--- config.mk ---
export PLATFORM = sky130hd
export DESIGN_NAME = smallest_three_selector_flat
export DESIGN_NICKNAME = d
export VERILOG_FILES = /design/src/design/sts_pkg.sv /design/src/design/sts_if.sv /design/src/design/smallest_three_selector.sv /design/src/design/sts_cell.sv /design/src/design/sts_drain.sv /design/src/flat_wrapper.sv
export VERILOG_INCLUDE_DIRS = /design/src /design/src/design
export SDC_FILE = /design/constraint.sdc
export NUM_CORES = 1
export LEC_CHECK = 0
export ABC_CLOCK_PERIOD_IN_PS = 10500
export BUFFER_PORTS_ARGS = -buffer_cell sky130_fd_sc_hd__buf_2
export CAP_MARGIN = 15
export CORE_ASPECT_RATIO = 0.9
export CORE_MARGIN = 2
export CORE_UTILIZATION = 60
export CTS_CLUSTER_SIZE = 24
export DETAILED_ROUTE_END_ITERATION = 16
export GPL_ROUTABILITY_DRIVEN = 0
export PLACE_DENSITY_LB_ADDON = 0.3
export RECOVER_POWER = 100
export SLEW_MARGIN = 20
export SYNTH_ARGS = -nofsm -noshare
export SYNTH_HDL_FRONTEND = slang
export SYNTH_SLANG_ARGS = --single-unit
--- constraint.sdc ---
create_clock -name clk -period 10.5 [get_ports clk]
set_clock_uncertainty 0.15 [all_clocks]
set_input_delay 0.525 -clock clk [delete_from_list [all_inputs] [get_ports clk]]
set_output_delay 0.525 -clock clk [all_outputs]
set_load 0.05 [all_outputs]
--- src/design/smallest_three_selector_defines.svh ---
// ----------------------------------------------------------------------------
// Smallest-three selector assertion macros
// Shared concurrent assertion forms, clocked on clk and disabled in rst.
// ----------------------------------------------------------------------------
`ifndef SMALLEST_THREE_SELECTOR_DEFINES_SVH
`define SMALLEST_THREE_SELECTOR_DEFINES_SVH

// Same-cycle implication.
`define STS_ASSERT_IMP(lbl, ante, cons) \
  lbl: assert property (@(posedge clk) disable iff (rst) (ante) |-> (cons)) \
    else $error("smallest_three_selector: check failed");

// Next-cycle implication.
`define STS_ASSERT_NXT(lbl, ante, cons) \
  lbl: assert property (@(posedge clk) disable iff (rst) (ante) |=> (cons)) \
    else $error("smallest_three_selector: check failed");

`endif

--- src/design/sts_pkg.sv ---
// ----------------------------------------------------------------------------
// Smallest-three selector package
// Widths, sizes and link types shared by the cells, the drain and the top.
// ----------------------------------------------------------------------------
package sts_pkg;

  localparam int SEL_COUNT = 3;
  localparam int VALUE_W   = 32;
  localparam int CNT_W     = $clog2(SEL_COUNT + 1);

  typedef logic signed [VALUE_W-1:0] value_t;
  typedef logic [CNT_W-1:0]          count_t;

  // One kept entry.
  typedef struct packed {
    logic   valid;
    value_t value;
  } entry_t;

  // What a cell shows to its right-hand neighbor.
  typedef struct packed {
    logic   valid;
    value_t value;
    logic   lt;      // The incoming value goes at or before this cell.
  } cell_link_t;

  // Load request from the insertion row into the drain row.
  typedef struct packed {
    logic   load;
    count_t count;
    logic   short_list;
  } drain_load_t;

endpackage

--- src/design/sts_if.sv ---
// ----------------------------------------------------------------------------
// Smallest-three selector channels
// Valid/ready interfaces for the input list and the selected results.
// ----------------------------------------------------------------------------
interface sts_in_if;
  logic                 valid;
  logic                 ready;
  sts_pkg::value_t      value;
  logic                 end_of_list;

  modport source (output valid, output value, output end_of_list, input ready);
  modport sink   (input valid, input value, input end_of_list, output ready);
endinterface

interface sts_out_if;
  logic                 valid;
  logic                 ready;
  sts_pkg::value_t      selected_value;
  logic                 last_of_run;
  logic                 short_list;

  modport source (output valid, output selected_value, output last_of_run,
                  output short_list, input ready);
  modport sink   (input valid, input selected_value, input last_of_run,
                  input short_list, output ready);
endinterface

--- src/design/smallest_three_selector.sv ---
// ----------------------------------------------------------------------------
// Smallest-three selector
// Keeps the three smallest values of a list in a row of compare cells and,
// on the final item, sends them out largest first.
// ----------------------------------------------------------------------------
// Channel  Dir  Payload                                      Item
// feed     in   value, end_of_list                           one list element
// result   out  selected_value, last_of_run, short_list      one kept value
//
// One input item is taken every cycle; insertion finishes in the cycle it is
// accepted. A final item loads the drain row, which then gives one result
// per cycle while result is ready, so a list of n values sends min(n, 3)
// results. A final item waits while the drain row holds more than the result
// leaving this cycle; other items never wait. Reset empties both rows at once.
// ----------------------------------------------------------------------------
`include "smallest_three_selector_defines.svh"

module smallest_three_selector (
  input  logic      clk,
  input  logic      rst,
  sts_in_if.sink    feed,
  sts_out_if.source result
);
  import sts_pkg::*;

  localparam cell_link_t HEAD_LINK = '{valid: 1'b1, value: '0, lt: 1'b0};

  cell_link_t  cell_link [SEL_COUNT];
  entry_t      ins       [SEL_COUNT];
  value_t      ld_values [SEL_COUNT];
  logic        fire;
  logic        drain_free;
  count_t      ins_count;
  drain_load_t ld;

  assign feed.ready = !feed.end_of_list || drain_free;
  assign fire       = feed.valid && feed.ready;

  for (genvar i = 0; i < SEL_COUNT; i++) begin : g_cell
    sts_cell u_cell (
      .clk      (clk),
      .rst      (rst),
      .fire     (fire),
      .clear    (feed.end_of_list),
      .value_in (feed.value),
      .left     ((i == 0) ? HEAD_LINK : cell_link[(i == 0) ? 0 : i-1]),
      .link     (cell_link[i]),
      .ins      (ins[i])
    );
  end

  // Valid entries form a prefix, so their number is a plain count.
  always_comb begin
    logic [SEL_COUNT-1:0] vbits;
    for (int j = 0; j < SEL_COUNT; j++) begin
      vbits[j] = ins[j].valid;
    end
    ins_count = count_t'($countones(vbits));
  end

  // Reverse the ascending row so the drain holds the largest value first.
  always_comb begin
    for (int k = 0; k < SEL_COUNT; k++) begin
      ld_values[k] = '0;
      for (int j = 0; j < SEL_COUNT; j++) begin
        if (j + k + 1 == int'(ins_count)) begin
          ld_values[k] = ins[j].value;
        end
      end
    end
  end

  assign ld = '{load:       fire && feed.end_of_list,
                count:      ins_count,
                short_list: (ins_count < count_t'(SEL_COUNT))};

  sts_drain u_drain (
    .clk       (clk),
    .rst       (rst),
    .ld        (ld),
    .ld_values (ld_values),
    .free      (drain_free),
    .result    (result)
  );

  for (genvar i = 1; i < SEL_COUNT; i++) begin : g_chk
    `STS_ASSERT_IMP(a_sorted, cell_link[i].valid, cell_link[i-1].valid && (cell_link[i-1].value <= cell_link[i].value))
  end
  `STS_ASSERT_NXT(a_cleared, fire && feed.end_of_list, !cell_link[0].valid)
  `STS_ASSERT_IMP(a_load_nonempty, ld.load, ins_count != '0)

endmodule

--- src/design/sts_cell.sv ---
// ----------------------------------------------------------------------------
// Insertion cell
// Holds one kept value of the ascending row and takes either the new item's
// value, its left neighbor's value, or keeps its own.
// ----------------------------------------------------------------------------
module sts_cell (
  input  logic                clk,
  input  logic                rst,
  input  logic                fire,
  input  logic                clear,
  input  sts_pkg::value_t     value_in,
  input  sts_pkg::cell_link_t left,
  output sts_pkg::cell_link_t link,
  output sts_pkg::entry_t     ins
);
  import sts_pkg::*;

  logic   valid;
  value_t value;
  logic   lt;

  // Equal values stay ahead of the new one, so the compare is strict.
  assign lt   = !valid || (value_in < value);
  assign link = '{valid: valid, value: value, lt: lt};

  always_comb begin
    if (!lt) begin
      ins = '{valid: valid, value: value};
    end else if (left.lt) begin
      ins = '{valid: left.valid, value: left.value};
    end else begin
      ins = '{valid: 1'b1, value: value_in};
    end
  end

  always_ff @(posedge clk) begin
    if (rst) begin
      valid <= 1'b0;
    end else if (fire) begin
      valid <= clear ? 1'b0 : ins.valid;
    end
  end

  always_ff @(posedge clk) begin
    if (fire) begin
      value <= ins.value;
    end
  end

endmodule

--- src/design/sts_drain.sv ---
// ----------------------------------------------------------------------------
// Result drain
// A row of output cells loaded largest first; each result shifts the row
// one place toward the output.
// ----------------------------------------------------------------------------
`include "smallest_three_selector_defines.svh"

module sts_drain (
  input  logic                 clk,
  input  logic                 rst,
  input  sts_pkg::drain_load_t ld,
  input  sts_pkg::value_t      ld_values [sts_pkg::SEL_COUNT],
  output logic                 free,
  sts_out_if.source            result
);
  import sts_pkg::*;

  value_t vals [SEL_COUNT];
  count_t cnt;
  logic   short_list;
  logic   pop;

  assign pop  = result.valid && result.ready;
  assign free = (cnt == '0) || ((cnt == count_t'(1)) && result.ready);

  assign result.valid          = (cnt != '0);
  assign result.selected_value = vals[0];
  assign result.last_of_run    = (cnt == count_t'(1));
  assign result.short_list     = short_list;

  always_ff @(posedge clk) begin
    if (rst) begin
      cnt <= '0;
    end else if (ld.load) begin
      cnt <= ld.count;
    end else if (pop) begin
      cnt <= cnt - count_t'(1);
    end
  end

  always_ff @(posedge clk) begin
    if (ld.load) begin
      vals       <= ld_values;
      short_list <= ld.short_list;
    end else if (pop) begin
      for (int k = 0; k < SEL_COUNT - 1; k++) begin
        vals[k] <= vals[k+1];
      end
    end
  end

  `STS_ASSERT_IMP(a_cnt_range, 1'b1, cnt <= count_t'(SEL_COUNT))
  `STS_ASSERT_NXT(a_load_count, ld.load, cnt == $past(ld.count))
  `STS_ASSERT_NXT(a_pop_count, pop && !ld.load, cnt == $past(cnt) - count_t'(1))

endmodule

--- src/flat_wrapper.sv ---
// flat-port wrapper written by rule: the top's interface ports become plain ports
module smallest_three_selector_flat import sts_pkg::*;
  (clk, rst, feed_valid, feed_value, feed_end_of_list, feed_ready, result_valid, result_selected_value, result_last_of_run, result_short_list, result_ready);
  sts_in_if feed_i ();
  sts_out_if result_i ();
  input  logic clk;
  input  logic rst;
  input wire logic [$bits(feed_i.valid)-1:0] feed_valid;
  input wire logic [$bits(feed_i.value)-1:0] feed_value;
  input wire logic [$bits(feed_i.end_of_list)-1:0] feed_end_of_list;
  output wire logic [$bits(feed_i.ready)-1:0] feed_ready;
  output wire logic [$bits(result_i.valid)-1:0] result_valid;
  output wire logic [$bits(result_i.selected_value)-1:0] result_selected_value;
  output wire logic [$bits(result_i.last_of_run)-1:0] result_last_of_run;
  output wire logic [$bits(result_i.short_list)-1:0] result_short_list;
  input wire logic [$bits(result_i.ready)-1:0] result_ready;
  assign feed_i.valid = feed_valid;
  assign feed_i.value = feed_value;
  assign feed_i.end_of_list = feed_end_of_list;
  assign feed_ready = feed_i.ready;
  assign result_valid = result_i.valid;
  assign result_selected_value = result_i.selected_value;
  assign result_last_of_run = result_i.last_of_run;
  assign result_short_list = result_i.short_list;
  assign result_i.ready = result_ready;
  smallest_three_selector u_core (.clk(clk), .rst(rst), .feed(feed_i), .result(result_i));
endmodule
* Word-level counts from Yosys, hierarchy flattened
Cells that the tools add are included.
** Cells by class
- Magnitude comparators :: 4
- Reduce and logical (&&, ||, !) cells :: 16
- Muxes and demuxes :: 17
- Eq/ne operators :: 4
- Add/subtract/negate cells :: 3
** Operators by type and width (count)
- $mux 33 :: 5
- $mux 32 :: 5
- $mux 64 :: 2
- $lt 32x32->1 :: 3
- $logic_or 1x1->1 :: 5
- $eq 2x2->1 const A :: 2
- $logic_and 1x1->1 :: 4
- $logic_not 1->1 :: 4
- $mux 2 :: 2
- $reduce_bool 2->1 :: 2
- $mux 1 :: 3
- $add 1x1->2 :: 1
- $add 2x1->2 :: 1
- $eq 1x2->1 const A :: 1
- $eq 2x1->1 const B :: 1
- $logic_not 2->1 :: 1
- $lt 2x2->1 const B :: 1
- $sub 2x1->2 const B :: 1
** Storage, ports and cells
- Flip-flop bits (word level) :: 198
- Logic and storage cells :: 55
- Input bits :: 37
- Output and inout bits :: 36

* Logic depth before layout (Yosys ltp)
- Word-level depth :: 11
- Depth in mapped cells :: 16
- Gate-level depth less buffers :: 13

* Cells and area by module
Synthesis repeated with hierarchy kept, for this count alone.
** Second synthesis, totals
- Cells, all modules :: 1107
- Area, all modules :: 13306.5 um^2
** Modules (own cells, without submodules)
- sts_cell :: seq. area each 980.9 um^2, area an instance 2560.0 um^2, cells each 231, instances 3
- sts_drain :: seq. area each 2952.8 um^2, area an instance 4180.3 um^2, cells each 219, instances 1
- smallest_three_selector :: seq. area each 0.0 um^2, area an instance 1446.4 um^2, cells each 195, instances 1

* Worst setup path before layout
Ideal clock, no wire load.
- Path type :: reg2reg
- From :: reg u_core.u_drain.cnt[1]
- To :: reg u_core.u_drain.vals (netlist bit u_core.u_drain.result.selected_value[0]) (enable)
- Path buffers :: 1
- Required time :: 9.956 ns
- Setup time :: 0.394 ns
- Period minus slack after synthesis :: 6.862 ns
- Arrival time :: 6.318 ns
- Slack :: 3.638 ns
- Stages on the path, launching flop included :: 11
- Cells stage by stage :: dfxtp_1 inv_1 ha_1 nand2_1 nand3_1 nand2_1 inv_1 nand2_1 inv_1 buf_1 or2_2
** RTL lines
- from (decl) :: RTL line sts_drain.sv:19 : count_t cnt;
- from (signal assigned) :: RTL line sts_drain.sv:35 : cnt <= ld.count;
- from (signal assigned) :: RTL line sts_drain.sv:37 : cnt <= cnt - count_t'(1);
- to (signal assigned) :: RTL line sts_drain.sv:43 : vals <= ld_values;
- to (signal, indexed assignment) :: RTL line sts_drain.sv:47 : vals[k] <= vals[k+1];
- to (decl) :: RTL line sts_drain.sv:18 : value_t vals [SEL_COUNT];

* Worst setup path in the final report
- From :: reg u_core.g_cell[0].u_cell.value[25]
- To :: reg u_core.u_drain.vals (netlist bit u_core.u_drain.result.selected_value[10]) (data pin)
** On the way
- Cells in the longest elaborated chain, start to end :: 11
- Elaborated cells between the ends (all ways) :: 14
- Classes of those cells :: add/sub (2); order compare (1); eq/ne (3); mux (7); reduce/logical (1)
** Ends and longest elaborated chain
- from (decl) :: RTL line sts_cell.sv:19 : value_t value;
- from (signal assigned) :: RTL line sts_cell.sv:46 : value <= ins.value;
- $lt 32x32->1 (*) :: RTL line sts_cell.sv:23 : assign lt = !valid || (value_in < value);
- $logic_or 1x1->1 (*) :: RTL line sts_cell.sv:23
- $mux 33 :: RTL line sts_cell.sv:29 : end else if (left.lt) begin
- $mux 33 :: RTL line sts_cell.sv:27 : if (!lt) begin
- $add 1x1->2 (not written as such) :: RTL line smallest_three_selector.sv:58 : ins_count = count_t'($countones(vbits));
- $add 2x1->2 (not written as such) :: RTL line smallest_three_selector.sv:58
- $eq 2x2->1 :: RTL line smallest_three_selector.sv:66 : if (j + k + 1 == int'(ins_count)) begin
- $mux 32 (2 in series) :: RTL line smallest_three_selector.sv:66
- $mux 32 (*) :: RTL line smallest_three_selector.sv:66
- $mux 64 (*) :: RTL line sts_drain.sv:42 : if (ld.load) begin
Every way passes the cells marked *; elsewhere a longest branch is shown, timed or not.
A chain may end at the register's enable or synchronous reset.

==> metrics <==
status finished, violations left; violated checks capacitance limit, slew limit; placed instance count 1,560; Synth area leaders edfxtp_1 44%, ha_1 9.1%, inv_1 5.7%, o211ai_1 3.8%, nor2_1 3.0%; DR iter-0 viols 995; CP endpoint kind register; Max stage delay on crit path 2.74 ns; Hold Path Class in2reg; Critical Path Fanout Max 40; # nets final 1,421; Post-synth top cells 199 x inv_1, 193 x edfxtp_1, 106 x nor2_1; slowest stage cell, crit path clkbuf_1; yosys warns 0; CTS clk-pin slew, worst paths 0.08 ns; Initial DRT Pass Iterations 5; Critical Path Start Type register; crit-path cells inv_1 -> ha_1 -> a21o_1 -> a221o_1 -> a221oi_2 -> o21a_1 -> and4b_2 -> or2_0 -> clkbuf_1 -> a21oi_1 -> o21bai_1 -> o221a_1; Finished Layout Cells 1,592; post-route ant nets 0; CP required 10.67 ns; Die Y 144 µm; f_max 135 MHz; Fin Setup TNS 0 ns; worst skew pair latency 0.45 ns; clock root cell clkbuf_16; vias in the first global route 9,860; TritonCTS clock tree built; final slew viol count 401; crit path DAT 7.58 ns; Mapped Area 13,100 µm²; layout cells sized above 1 10.1%; share of synthesized registers carrying an async set or reset 0%; Max-cap violations 8; CTS buffer count 17; Cell variety after synth 63; GRT overflow 0; wire per inst 20.9 µm; Vias/cell 6.38; Post-synth EDFFs 193; number of endpoints failing setup at the final stage 0; Pwr per Cell Area 180 nW/µm²; I/O Buffers 72; Leak 5.52 nW; Horiz. Die Dim 160 µm; DRC 0; RSZ-0062 raised after global routing false; Final period util 70.6%; row count 51; most frequent cell after synthesis inv_1; # resized after CTS 0; clock sink total 198; Peak VDD IR 0.127 mV; Yosys reg bits 198; pin slew with the least headroom to its limit 4.28 ns; starting density of the core 60.7%; fill count 1,755; type of the worst setup path reg2reg; post-synthesis sequential area ratio 45.1%; initial antenna violation count 1; Mean Syn Cell Area 10.1 µm²; Max-slew headroom -185%; area leader, netlist edfxtp_1; Post-Synthesis Cells 1,296; GRT Util Overall 29.5%; first-pass GRT wire length 53,000 µm; IO Pins 73; syn_nets 1,429; hpwl dp 20,300 µm; hold slack 0.202 ns; Clock Path Buffers 2; Diodes inserted 0; Vias 10,200; Area Overhead vs Synth 5.17%; Final Hold Viols 0; Synth top area share 44.4%; core area 21,500 µm²; ys flop type edfxtp_1; Tmin final 7.42 ns; WL final 33,300 µm; hold buffers post-CTS 0; postcts setup bufs 0; Die ar. 23,000 µm²; largest net degree at the start of global routing 96; CTS H-tree depth 4
-- cells in the final DEF, fill, tap and decap left out, types with 4 or more instances in the layout --
| cell type | instances |
|---|---|
| a211oi_1 | 6 |
| a21o_1 | 7 |
| a21oi_1 | 70 |
| a21oi_2 | 19 |
| and4_1 | 4 |
| buf_2 | 36 |
| buf_4 | 12 |
| clkbuf_1 | 39 |
| clkbuf_16 | 17 |
| dfxtp_1 | 5 |
| edfxtp_1 | 193 |
| ha_1 | 95 |
| inv_1 | 198 |
| nand2_1 | 96 |
| nand2b_1 | 7 |
| nand3_1 | 11 |
| nand4_1 | 14 |
| nor2_1 | 106 |
| nor3_1 | 36 |
| o211ai_1 | 66 |
| o21a_1 | 9 |
| o21ai_0 | 43 |
| o21bai_1 | 32 |
| o221a_1 | 30 |
| o221ai_1 | 34 |
| o22ai_1 | 32 |
| o311ai_0 | 11 |
| o311ai_2 | 10 |
| o311ai_4 | 10 |
-- path summary, 6_finish.rpt --
| kind | start | end | slack, ns | depth (start not counted) |
|---|---|---|---|---|
| min reg2reg | u_core.g_cell[1].u_cell.valid | u_core.g_cell[1].u_cell.valid | 0.34 | 2 |
| max | u_core.g_cell[0].u_cell.value[25] | u_core.u_drain.result.selected_value[10] | 3.08 | 12 |
| min | rst | u_core.g_cell[2].u_cell.valid | 0.20 | 2 |
| max reg2reg | u_core.g_cell[0].u_cell.value[25] | u_core.u_drain.result.selected_value[10] | 3.08 | 12 |
-- where the power goes --
group          internal (mW)  switching [mW]
Sequential              1.02          0.0570
Combinational          0.223           0.466
Clock                  0.382           0.325
Total                   1.63           0.848
-- worst max-delay path, delay by kind of cell, from the launching register on --
kind,cells,cell delay [ns]
buf+inv,2,2.81
fa+ha+maj,1,0.30
compound gates,7,2.18
simple gates,2,1.39
flops,1,0.45
-- cell type report --
| type | count | area [µm²] | share of cell area, % |
|---|---|---|---|
| repair buffers | 87 | 417 | 3.03 |
| flip-flops and latches | 198 | 5900 | 42.9 |
| clock inverters | 15 | 194 | 1.41 |
| inverters | 200 | 752 | 5.47 |
| well taps | 291 | 364 | 2.65 |
| multi-input cells | 784 | 5690 | 41.4 |
| clock buffers | 17 | 425 | 3.10 |
-- state kept, by name (all words and copies together), names as in the netlist --
register / cells
u_core.u_drain.vals: 64
u_core.u_drain.result.short_list: 1
u_core.g_cell.u_cell.valid: 3
u_core.u_drain.result.selected_value: 32
u_core.u_drain.cnt: 2
u_core.g_cell.u_cell.value: 96
-- routing by layer --
layer | global-route usage, % | part of all wire [%]
met1 | 40.5 | 44
met2 | 46.7 | 45
met3 | 5.05 | 8.4
met4 | 12.3 | 2.8
met5 | 0 | 0.039
-- metrics by stage --
step	setup slack, ns	area (µm²)	total power [mW]	util (%)
4_1_cts	5.67	13900	2.48	64.6
6_report	3.08	13700	2.47	63.9
3_5_place_dp	5.42	13300	1.78	61.8
5_1_grt	2.68	13700	2.58	63.9
2_1_floorplan	3.64	13100	1.63	-
3_3_place_gp	5.58	13300	1.76	61.8
-- kinds of logic after synthesis --
kind of cell / after synthesis / share of synthesized area (%)
AOI/OAI and AO/OA: 397 / 24.9
buffers and inverters: 314 / 10.9
and+or+nand+nor: 288 / 9.64
DFF: 198 / 45.1
adders and majority gates: 96 / 9.25
other: 1 / 0.0287
xor gates and xnor gates: 1 / 0.0671
muxes: 1 / 0.0766
(Power assumes the default switching activity.)
